File: config.mk
export PLATFORM = sky130hd
export DESIGN_NAME = split_information_gain
export DESIGN_NICKNAME = d
export VERILOG_FILES = /design/src/hw/rtl/sig_pkg.sv /design/src/hw/rtl/sig_nlogn.sv /design/src/hw/rtl/sig_div.sv /design/src/hw/rtl/split_information_gain.sv
export VERILOG_INCLUDE_DIRS = /design/src /design/src/hw/rtl
export SDC_FILE = /design/constraint.sdc
export NUM_CORES = 2
export LEC_CHECK = 0
export BUFFER_PORTS_ARGS = -buffer_cell sky130_fd_sc_hd__buf_2
export CELL_PAD_IN_SITES_DETAIL_PLACEMENT = 1
export CELL_PAD_IN_SITES_GLOBAL_PLACEMENT = 2
export CORE_ASPECT_RATIO = 0.7
export CORE_UTILIZATION = 46
export CTS_BUF_LIST = sky130_fd_sc_hd__clkbuf_2 sky130_fd_sc_hd__clkbuf_4 sky130_fd_sc_hd__clkbuf_8
export DETAILED_ROUTE_END_ITERATION = 8
export PLACE_DENSITY = 0.87
export SLEW_MARGIN = 20
export SYNTH_ARGS = -nofsm -noshare
export SYNTH_HDL_FRONTEND = slang
export SYNTH_HIERARCHICAL = 1
export SYNTH_SLANG_ARGS = --single-unit
export TNS_END_PERCENT = 30
File: constraint.sdc
create_clock -name clk_i -period 32.5 [get_ports clk_i]
set_clock_uncertainty 0.2 [all_clocks]
set_input_delay 3.25 -clock clk_i [delete_from_list [all_inputs] [get_ports clk_i]]
set_output_delay 3.25 -clock clk_i [all_outputs]
set_load 0.02 [all_outputs]
File: src/hw/rtl/split_information_gain_macros.svh
// ----------------------------------------------------------------------------
// Assertion macros for the split information gain block
// Concurrent checks sampled on clk_i and disabled while rst_ni is low.
// ----------------------------------------------------------------------------
`ifndef SPLIT_INFORMATION_GAIN_MACROS_SVH
`define SPLIT_INFORMATION_GAIN_MACROS_SVH

// A property that must hold at every clock edge out of reset.
`define SIG_ASSERT(lbl, prop, msg) \
  lbl: assert property (@(posedge clk_i) disable iff (!rst_ni) (prop)) else $error(msg);

// A condition that must be followed by another one in the next cycle.
`define SIG_ASSERT_NEXT(lbl, ante, cons, msg) \
  lbl: assert property (@(posedge clk_i) disable iff (!rst_ni) (ante) |=> (cons)) \
    else $error(msg);

`endif

File: src/hw/rtl/sig_pkg.sv
// ----------------------------------------------------------------------------
// sig_pkg
// Widths, types and saturating helpers shared by the information gain block.
// ----------------------------------------------------------------------------
package sig_pkg;

  localparam int COUNT_BITS = 20;
  localparam int FRAC_BITS  = 16;

  // Input counts and saturating side totals.
  localparam int FIELD_W = COUNT_BITS + 1;
  // Sum of two counts or of the two totals.
  localparam int SUM_W   = FIELD_W + 1;
  // Exponent of the log and the full fixed-point log value.
  localparam int EXP_W   = $clog2(SUM_W);
  localparam int LOG_W   = EXP_W + FRAC_BITS;
  // Q1.31 mantissa of the log unit.
  localparam int MANT_W  = 32;
  // n * log2(n) and the saturating sums of it.
  localparam int NLOGN_W = SUM_W + LOG_W;
  localparam int ACC_W   = 42;
  // Numerator of the final division: one n*log2(n) plus two sums.
  localparam int NUM_W   = NLOGN_W + 2;
  localparam int GAIN_W  = 20;

  localparam logic [FIELD_W-1:0] TOTAL_MAX = '1;
  localparam logic [ACC_W-1:0]   ACC_MAX   = '1;

  typedef struct packed {
    logic busy;
    logic done;
  } unit_stat_t;

  typedef enum logic [1:0] {
    NL_IDLE,
    NL_SQUARE,
    NL_MUL
  } nl_state_e;

  typedef enum logic {
    DV_IDLE,
    DV_RUN
  } dv_state_e;

  typedef enum logic [2:0] {
    ST_IDLE,
    ST_LOG,
    ST_DIFF,
    ST_DIV,
    ST_PUSH
  } top_state_e;

  typedef enum logic [2:0] {
    SEL_A,
    SEL_B,
    SEL_AB,
    SEL_S,
    SEL_S0,
    SEL_S1
  } log_sel_e;

  function automatic logic [FIELD_W-1:0] sat_total(logic [FIELD_W-1:0] tot,
                                                   logic [FIELD_W-1:0] inc);
    logic [FIELD_W:0] sum;
    sum = {1'b0, tot} + {1'b0, inc};
    if (sum[FIELD_W]) begin
      return TOTAL_MAX;
    end
    return sum[FIELD_W-1:0];
  endfunction

  function automatic logic [ACC_W-1:0] sat_acc(logic [ACC_W-1:0]   acc,
                                               logic [NLOGN_W-1:0] inc);
    logic [NLOGN_W:0] sum;
    sum = (NLOGN_W + 1)'(acc) + (NLOGN_W + 1)'(inc);
    if (sum > (NLOGN_W + 1)'(ACC_MAX)) begin
      return ACC_MAX;
    end
    return sum[ACC_W-1:0];
  endfunction

endpackage

File: src/hw/rtl/sig_nlogn.sv
// ----------------------------------------------------------------------------
// sig_nlogn
// Computes n * log2(n) in fixed point with one shared 32x32 multiplier.
// ----------------------------------------------------------------------------
module sig_nlogn (
  input  logic                         clk_i,
  input  logic                         rst_ni,
  input  logic                         start_i,
  input  logic [sig_pkg::SUM_W-1:0]    n_i,
  output sig_pkg::unit_stat_t          stat_o,
  output logic [sig_pkg::NLOGN_W-1:0]  nlogn_o
);
  import sig_pkg::*;

  localparam int CNT_W = $clog2(FRAC_BITS + 1);

  nl_state_e              state_q, state_d;
  logic [SUM_W-1:0]       n_q, n_d;
  logic [MANT_W-1:0]      m_q, m_d;
  logic [EXP_W-1:0]       e_q, e_d;
  logic [FRAC_BITS:0]     bits_q, bits_d;
  logic [CNT_W-1:0]       cnt_q, cnt_d;
  logic [NLOGN_W-1:0]     res_q, res_d;
  logic                   done_q, done_d;

  logic [EXP_W-1:0]       lead;
  logic [MANT_W-1:0]      norm;
  logic [MANT_W-1:0]      op_a, op_b;
  logic [2*MANT_W-1:0]    prod;
  logic [MANT_W:0]        sq;
  logic [FRAC_BITS:0]     rnd;
  logic [LOG_W-1:0]       lg;

  // Position of the leading one; zero input yields zero and a zero log.
  always_comb begin
    lead = '0;
    for (int i = 0; i < SUM_W; i++) begin
      if (n_i[i]) begin
        lead = EXP_W'(i);
      end
    end
  end

  assign norm = MANT_W'(n_i) << (6'(MANT_W - 1) - 6'(lead));

  // Rounding an all-ones fraction carries into the integer part.
  assign rnd  = (FRAC_BITS + 1)'(({1'b0, bits_q} + (FRAC_BITS + 2)'(1)) >> 1);
  assign lg   = {e_q, FRAC_BITS'(0)} + LOG_W'(rnd);

  // The single multiplier squares the mantissa, then forms n * log2(n).
  assign op_a = (state_q == NL_MUL) ? MANT_W'(n_q) : m_q;
  assign op_b = (state_q == NL_MUL) ? MANT_W'(lg)  : m_q;
  assign prod = op_a * op_b;
  assign sq   = prod[2*MANT_W-1:MANT_W-1];

  always_comb begin
    state_d = state_q;
    n_d     = n_q;
    m_d     = m_q;
    e_d     = e_q;
    bits_d  = bits_q;
    cnt_d   = cnt_q;
    res_d   = res_q;
    done_d  = 1'b0;
    unique case (state_q)
      NL_IDLE: begin
        if (start_i) begin
          n_d     = n_i;
          m_d     = norm;
          e_d     = lead;
          bits_d  = '0;
          cnt_d   = '0;
          state_d = NL_SQUARE;
        end
      end
      NL_SQUARE: begin
        // A square at or above two gives a one bit and is halved.
        if (sq[MANT_W]) begin
          m_d    = sq[MANT_W:1];
          bits_d = {bits_q[FRAC_BITS-1:0], 1'b1};
        end else begin
          m_d    = sq[MANT_W-1:0];
          bits_d = {bits_q[FRAC_BITS-1:0], 1'b0};
        end
        cnt_d = cnt_q + CNT_W'(1);
        if (cnt_q == CNT_W'(FRAC_BITS)) begin
          state_d = NL_MUL;
        end
      end
      NL_MUL: begin
        res_d   = prod[NLOGN_W-1:0];
        done_d  = 1'b1;
        state_d = NL_IDLE;
      end
      default: begin
        state_d = NL_IDLE;
      end
    endcase
  end

  always_ff @(posedge clk_i or negedge rst_ni) begin
    if (!rst_ni) begin
      state_q <= NL_IDLE;
      cnt_q   <= '0;
      done_q  <= 1'b0;
    end else begin
      state_q <= state_d;
      cnt_q   <= cnt_d;
      done_q  <= done_d;
    end
  end

  always_ff @(posedge clk_i) begin
    n_q    <= n_d;
    m_q    <= m_d;
    e_q    <= e_d;
    bits_q <= bits_d;
    res_q  <= res_d;
  end

  assign stat_o.busy = (state_q != NL_IDLE);
  assign stat_o.done = done_q;
  assign nlogn_o     = res_q;

endmodule

File: src/hw/rtl/sig_div.sv
// ----------------------------------------------------------------------------
// sig_div
// Restoring divider, one quotient bit per cycle, saturating quotient.
// ----------------------------------------------------------------------------
module sig_div (
  input  logic                        clk_i,
  input  logic                        rst_ni,
  input  logic                        start_i,
  input  logic [sig_pkg::NUM_W-1:0]   num_i,
  input  logic [sig_pkg::SUM_W-1:0]   den_i,
  output sig_pkg::unit_stat_t         stat_o,
  output logic [sig_pkg::GAIN_W-1:0]  quot_o
);
  import sig_pkg::*;

  localparam int CNT_W = $clog2(GAIN_W);

  dv_state_e          state_q, state_d;
  logic [SUM_W-1:0]   rem_q, rem_d;
  logic [SUM_W-1:0]   den_q, den_d;
  logic [GAIN_W-1:0]  quot_q, quot_d;
  logic [CNT_W-1:0]   cnt_q, cnt_d;
  logic               done_q, done_d;

  logic [SUM_W:0]     trial;
  logic               fits;

  assign trial = {rem_q, quot_q[GAIN_W-1]};
  assign fits  = (trial >= {1'b0, den_q});

  always_comb begin
    state_d = state_q;
    rem_d   = rem_q;
    den_d   = den_q;
    quot_d  = quot_q;
    cnt_d   = cnt_q;
    done_d  = 1'b0;
    unique case (state_q)
      DV_IDLE: begin
        if (start_i) begin
          den_d = den_i;
          if (den_i == '0) begin
            quot_d = '0;
            done_d = 1'b1;
          end else if (num_i >= NUM_W'({den_i, GAIN_W'(0)})) begin
            // Quotient does not fit the result width.
            quot_d = '1;
            done_d = 1'b1;
          end else begin
            // The upper part is below the divisor, so only the low bits remain.
            rem_d   = num_i[GAIN_W +: SUM_W];
            quot_d  = num_i[GAIN_W-1:0];
            cnt_d   = '0;
            state_d = DV_RUN;
          end
        end
      end
      DV_RUN: begin
        if (fits) begin
          rem_d = SUM_W'(trial - {1'b0, den_q});
        end else begin
          rem_d = trial[SUM_W-1:0];
        end
        quot_d = {quot_q[GAIN_W-2:0], fits};
        cnt_d  = cnt_q + CNT_W'(1);
        if (cnt_q == CNT_W'(GAIN_W - 1)) begin
          done_d  = 1'b1;
          state_d = DV_IDLE;
        end
      end
      default: begin
        state_d = DV_IDLE;
      end
    endcase
  end

  always_ff @(posedge clk_i or negedge rst_ni) begin
    if (!rst_ni) begin
      state_q <= DV_IDLE;
      cnt_q   <= '0;
      done_q  <= 1'b0;
    end else begin
      state_q <= state_d;
      cnt_q   <= cnt_d;
      done_q  <= done_d;
    end
  end

  always_ff @(posedge clk_i) begin
    rem_q  <= rem_d;
    den_q  <= den_d;
    quot_q <= quot_d;
  end

  assign stat_o.busy = (state_q != DV_IDLE);
  assign stat_o.done = done_q;
  assign quot_o      = quot_q;

endmodule

File: src/hw/rtl/split_information_gain.sv
// ----------------------------------------------------------------------------
// split_information_gain
// Information gain of a binary split from per-class counts of both sides.
// ----------------------------------------------------------------------------
// Each n*log2(n) runs 17 squaring steps on the shared multiplier, then a multiply.
// A class request occupies the block for three such evaluations.
// A request marked last adds three more, the subtraction and a divider of one
// quotient bit per cycle (skipped when the total is zero or the quotient
// saturates); its gain then waits while an earlier gain is still not taken.
// Reset is asynchronous, active low, and clears the side totals and n*log2(n) sums.
module split_information_gain (
  input  logic                         clk_i,
  input  logic                         rst_ni,
  input  logic                         in_valid_i,
  output logic                         in_ready_o,
  input  logic [sig_pkg::FIELD_W-1:0]  count_not_taken_i,
  input  logic [sig_pkg::FIELD_W-1:0]  count_taken_i,
  input  logic                         last_class_i,
  output logic                         out_valid_o,
  input  logic                         out_ready_i,
  output logic [sig_pkg::GAIN_W-1:0]   gain_o
);
  import sig_pkg::*;

  `include "split_information_gain_macros.svh"

  top_state_e          state_q, state_d;
  log_sel_e            sel_q, sel_d;
  logic                last_q, last_d;
  logic [FIELD_W-1:0]  a_q, a_d;
  logic [FIELD_W-1:0]  b_q, b_d;
  logic [FIELD_W-1:0]  tot_nt_q, tot_nt_d;
  logic [FIELD_W-1:0]  tot_t_q, tot_t_d;
  logic [ACC_W-1:0]    acc_nt_q, acc_nt_d;
  logic [ACC_W-1:0]    acc_t_q, acc_t_d;
  logic [ACC_W-1:0]    acc_c_q, acc_c_d;
  logic [NUM_W-1:0]    pos_q, pos_d;
  logic [NUM_W-1:0]    neg_q, neg_d;
  logic [NUM_W-1:0]    diff_q, diff_d;
  logic [GAIN_W-1:0]   gain_q, gain_d;
  logic                out_valid_q, out_valid_d;
  logic                nl_start_q, nl_start_d;
  logic                dv_start_q, dv_start_d;

  logic [SUM_W-1:0]    nl_n;
  logic [SUM_W-1:0]    total_sum;
  logic [NLOGN_W-1:0]  nl_res;
  logic [GAIN_W-1:0]   dv_quot;
  unit_stat_t          nl_stat;
  unit_stat_t          dv_stat;

  assign total_sum = SUM_W'(tot_nt_q) + SUM_W'(tot_t_q);

  always_comb begin
    case (sel_q)
      SEL_A:   nl_n = SUM_W'(a_q);
      SEL_B:   nl_n = SUM_W'(b_q);
      SEL_AB:  nl_n = SUM_W'(a_q) + SUM_W'(b_q);
      SEL_S:   nl_n = total_sum;
      SEL_S0:  nl_n = SUM_W'(tot_nt_q);
      SEL_S1:  nl_n = SUM_W'(tot_t_q);
      default: nl_n = '0;
    endcase
  end

  sig_nlogn u_nlogn (
    .clk_i   (clk_i),
    .rst_ni  (rst_ni),
    .start_i (nl_start_q),
    .n_i     (nl_n),
    .stat_o  (nl_stat),
    .nlogn_o (nl_res)
  );

  sig_div u_div (
    .clk_i   (clk_i),
    .rst_ni  (rst_ni),
    .start_i (dv_start_q),
    .num_i   (diff_q),
    .den_i   (total_sum),
    .stat_o  (dv_stat),
    .quot_o  (dv_quot)
  );

  assign in_ready_o = (state_q == ST_IDLE);

  always_comb begin
    state_d     = state_q;
    sel_d       = sel_q;
    last_d      = last_q;
    a_d         = a_q;
    b_d         = b_q;
    tot_nt_d    = tot_nt_q;
    tot_t_d     = tot_t_q;
    acc_nt_d    = acc_nt_q;
    acc_t_d     = acc_t_q;
    acc_c_d     = acc_c_q;
    pos_d       = pos_q;
    neg_d       = neg_q;
    diff_d      = diff_q;
    gain_d      = gain_q;
    out_valid_d = out_valid_q;
    nl_start_d  = 1'b0;
    dv_start_d  = 1'b0;

    if (out_valid_q && out_ready_i) begin
      out_valid_d = 1'b0;
    end

    unique case (state_q)
      ST_IDLE: begin
        if (in_valid_i) begin
          a_d        = count_not_taken_i;
          b_d        = count_taken_i;
          last_d     = last_class_i;
          tot_nt_d   = sat_total(tot_nt_q, count_not_taken_i);
          tot_t_d    = sat_total(tot_t_q, count_taken_i);
          sel_d      = SEL_A;
          nl_start_d = 1'b1;
          state_d    = ST_LOG;
        end
      end
      ST_LOG: begin
        if (nl_stat.done) begin
          unique case (sel_q)
            SEL_A: begin
              acc_nt_d   = sat_acc(acc_nt_q, nl_res);
              sel_d      = SEL_B;
              nl_start_d = 1'b1;
            end
            SEL_B: begin
              acc_t_d    = sat_acc(acc_t_q, nl_res);
              sel_d      = SEL_AB;
              nl_start_d = 1'b1;
            end
            SEL_AB: begin
              acc_c_d = sat_acc(acc_c_q, nl_res);
              if (last_q) begin
                sel_d      = SEL_S;
                nl_start_d = 1'b1;
              end else begin
                state_d = ST_IDLE;
              end
            end
            SEL_S: begin
              pos_d      = NUM_W'(nl_res) + NUM_W'(acc_nt_q);
              sel_d      = SEL_S0;
              nl_start_d = 1'b1;
            end
            SEL_S0: begin
              pos_d      = pos_q + NUM_W'(acc_t_q);
              neg_d      = NUM_W'(acc_c_q) + NUM_W'(nl_res);
              sel_d      = SEL_S1;
              nl_start_d = 1'b1;
            end
            SEL_S1: begin
              neg_d   = neg_q + NUM_W'(nl_res);
              state_d = ST_DIFF;
            end
            default: begin
              state_d = ST_IDLE;
            end
          endcase
        end
      end
      ST_DIFF: begin
        // A numerator at or below zero gives a gain of zero.
        diff_d     = (pos_q > neg_q) ? (pos_q - neg_q) : '0;
        dv_start_d = 1'b1;
        state_d    = ST_DIV;
      end
      ST_DIV: begin
        if (dv_stat.done) begin
          tot_nt_d = '0;
          tot_t_d  = '0;
          acc_nt_d = '0;
          acc_t_d  = '0;
          acc_c_d  = '0;
          state_d  = ST_PUSH;
        end
      end
      ST_PUSH: begin
        if (!out_valid_q || out_ready_i) begin
          gain_d      = dv_quot;
          out_valid_d = 1'b1;
          state_d     = ST_IDLE;
        end
      end
      default: begin
        state_d = ST_IDLE;
      end
    endcase
  end

  always_ff @(posedge clk_i or negedge rst_ni) begin
    if (!rst_ni) begin
      state_q     <= ST_IDLE;
      sel_q       <= SEL_A;
      last_q      <= 1'b0;
      tot_nt_q    <= '0;
      tot_t_q     <= '0;
      acc_nt_q    <= '0;
      acc_t_q     <= '0;
      acc_c_q     <= '0;
      out_valid_q <= 1'b0;
      nl_start_q  <= 1'b0;
      dv_start_q  <= 1'b0;
    end else begin
      state_q     <= state_d;
      sel_q       <= sel_d;
      last_q      <= last_d;
      tot_nt_q    <= tot_nt_d;
      tot_t_q     <= tot_t_d;
      acc_nt_q    <= acc_nt_d;
      acc_t_q     <= acc_t_d;
      acc_c_q     <= acc_c_d;
      out_valid_q <= out_valid_d;
      nl_start_q  <= nl_start_d;
      dv_start_q  <= dv_start_d;
    end
  end

  always_ff @(posedge clk_i) begin
    a_q    <= a_d;
    b_q    <= b_d;
    pos_q  <= pos_d;
    neg_q  <= neg_d;
    diff_q <= diff_d;
    gain_q <= gain_d;
  end

  assign out_valid_o = out_valid_q;
  assign gain_o      = gain_q;

  `SIG_ASSERT(a_start_log_idle, nl_start_q |-> !nl_stat.busy, "log unit started while busy")
  `SIG_ASSERT(a_ready_units_idle, in_ready_o |-> (!nl_stat.busy && !dv_stat.busy),
              "ready while an arithmetic unit is busy")
  `SIG_ASSERT(a_out_from_push, $rose(out_valid_o) |-> $past(state_q == ST_PUSH),
              "result shown without a finished division")
  `SIG_ASSERT_NEXT(a_accept_blocks, in_valid_i && in_ready_o, !in_ready_o,
                   "ready stayed high after a request was accepted")

endmodule

==> reports/metrics.cfg <==
[timing]
worstMarginPinSlew_ns=1.20
maxSlewHeadroom_pct=19.8
finalCritPeriodShare_pct=35.4
rsz0062_at_grt=false
final_max_slew_viol_count=0
fin_crit_ns=11.52
clock.fmax_mhz=86.8
tns_ns=0
final-setup-viol-count=0
finalHoldViolCount=0

[hold_path]
holdPathEnd=gain_o[15]$_DFFE_PP_
hold_path_depth=0
hold_class=reg -> reg
hold_start=u_div/quot_o[15]$_DFFE_PP_

[clock_tree]
cts_tree=done
htreeDepth=3
cts_inserted_buffers=96
clk_transition_reported_paths_ns=0.07
cts_max_path_buffers=3
clock-sinks=573
post_cts_resized=0
insertion_delay_ns=0.86
hold_buffers=0
postCtsSetupBuffers=0
clockRootBuffer=clkbuf_8

[route]
drc_errors=0
dr.pass1.iters=6
ant_nets=0
drt_iter0_drc=7110
num_vias=66100
vias_per_cell=6.06
routed_wirelength_um=300000
wl_per_cell_um=27.6

[setup_path]
reg2reg_depth=27
reg2reg_from=u_nlogn/state_q[1]$_DFFE_PN0P_
crit_path_end_kind=flip-flop
critical_path_peak_fanout=146
crit_type=reg -> reg
required_ns=32.87
startpoint_type=flip-flop
reg2reg_setup_slack_ns=20.98
crit_arrival_ns=11.89
timing.rr.end=u_nlogn/m_q[29]$_DFFE_PP_

[layout]
final_net_count=10200
final_common_cell=inv_1
final_cell_mix=inv_1 (1391), nand2_1 (1077), fa_1 (891)
layout-drive-gt1-share_pct=5.41
syn2layout_area_growth_pct=6.39

[die]
io_pins=69
dieArea_sq_um=167000
initial_utilization_pct=46.5
die_w_um=489
fp-row-count=124
fp.coreArea_sq_um=164000
dieHeight_um=343

[global_routing]
grt_max_degree=147
grt.overflow.total=0
grt_first_pass_wirelength_um=449000
grt_pass1_vias=68100
antenna_found_initial=19
track_usage_pct=36.0

[synth]
syn_inst=8683
synth_nets=10300
avgSynthCellArea_sq_um=8.78
mappedNetlistArea_sq_um=76300
yosysWarnings=6

[flow_run]
maxCapViolCount=0

[placement]
hpwl_um=238000
io_buffers=68
routabilityCongestion=0.989

[run_status]
run_status=complete, no violations

## final cells by class
| cell class | instances | area (sq um) |
|---|---|---|
| Multi-Input combinational cell | 6348 | 53400 |
| Antenna cell | 5 | 12.5 |
| Tap cell | 2205 | 2760 |
| Fill cell | 19300 | 82900 |
| Timing Repair Buffer | 187 | 1270 |
| Sequential cell | 573 | 16200 |
| Inverter | 1396 | 5240 |
| Clock inverter | 32 | 344 |
| Clock buffer | 150 | 1850 |
## worst max path at each step
stage | startpoint | end | slack [ns] | cells past startpoint
after floorplan | u_nlogn/state_q[0]$_DFFE_PN0P_ | u_nlogn/m_q[30]$_DFFE_PP_ | 22.34 | 33
after global placement | u_nlogn/state_q[1]$_DFFE_PN0P_ | u_nlogn/m_q[16]$_DFFE_PP_ | 21.56 | 29
after detailed placement | u_nlogn/state_q[1]$_DFFE_PN0P_ | u_nlogn/m_q[16]$_DFFE_PP_ | 21.39 | 30
after CTS | u_nlogn/state_q[1]$_DFFE_PN0P_ | u_nlogn/m_q[16]$_DFFE_PP_ | 21.37 | 30
after global routing | u_nlogn/bits_q[0]$_SDFFCE_PN0P_ | u_nlogn/m_q[24]$_DFFE_PP_ | 20.82 | 30
final | u_nlogn/state_q[1]$_DFFE_PN0P_ | u_nlogn/m_q[29]$_DFFE_PP_ | 20.98 | 27
## worst max-delay path, stage by stage (launching register included)
cell	delay, ns
dfrtp_1	0.43
nand2b_4	0.64
buf_12	0.40
and2_1	0.45
a21o_1	0.87
nand2_1	0.50
fa_1	0.65
inv_1	0.06
fa_1	0.56
inv_1	0.07
fa_1	0.48
fa_1	0.55
inv_1	0.08
fa_1	0.46
fa_1	0.52
fa_1	0.52
fa_1	0.55
ha_1	0.45
nand2_1	0.18
nor4_1	0.59
o21ai_1	0.27
nand3_1	0.20
a41oi_4	0.20
o41ai_4	0.44
a31oi_1	0.15
xor2_1	0.34
or2_1	0.16
o211ai_1	0.08
## state kept, by name (all words and copies together) (netlist names), 32 cells and up
signal,count
diff_q,45
neg_q,45
pos_q,45
u_nlogn/nlogn_o,43
acc_c_q,42
acc_nt_q,42
acc_t_q,42
u_nlogn/m_q,32
## through the flow
step           hold WS [ns]  setup WS, ns  cell area, sq um  std cells  utilization (%)
5_1_grt               0.276         20.82             81100      10900             49.5
3_3_place_gp          0.234         21.56             78900      10700             48.1
2_1_floorplan         0.226         22.34             76300       8683                -
4_1_cts               0.258         21.37             81100      10900             49.5
3_5_place_dp          0.238         21.39             78900      10700             48.1
6_report              0.255         20.98             81100      10900             49.5
## per-layer routing
| layer | share of wire [%] | track usage, % | up-vias |
|---|---|---|---|
| met5 | 0.016 | 0 | - |
| met3 | 12 | 11.7 | 365 |
| li1 | - | - | 28700 |
| met2 | 39 | 48.3 | 3007 |
| met4 | 1.8 | 6.15 | 8 |
| met1 | 47 | 55.8 | 33900 |
Power is left out: the tool's default activity adds up to more than one toggle a clock period on the data nets, which glitch-free logic cannot reach.
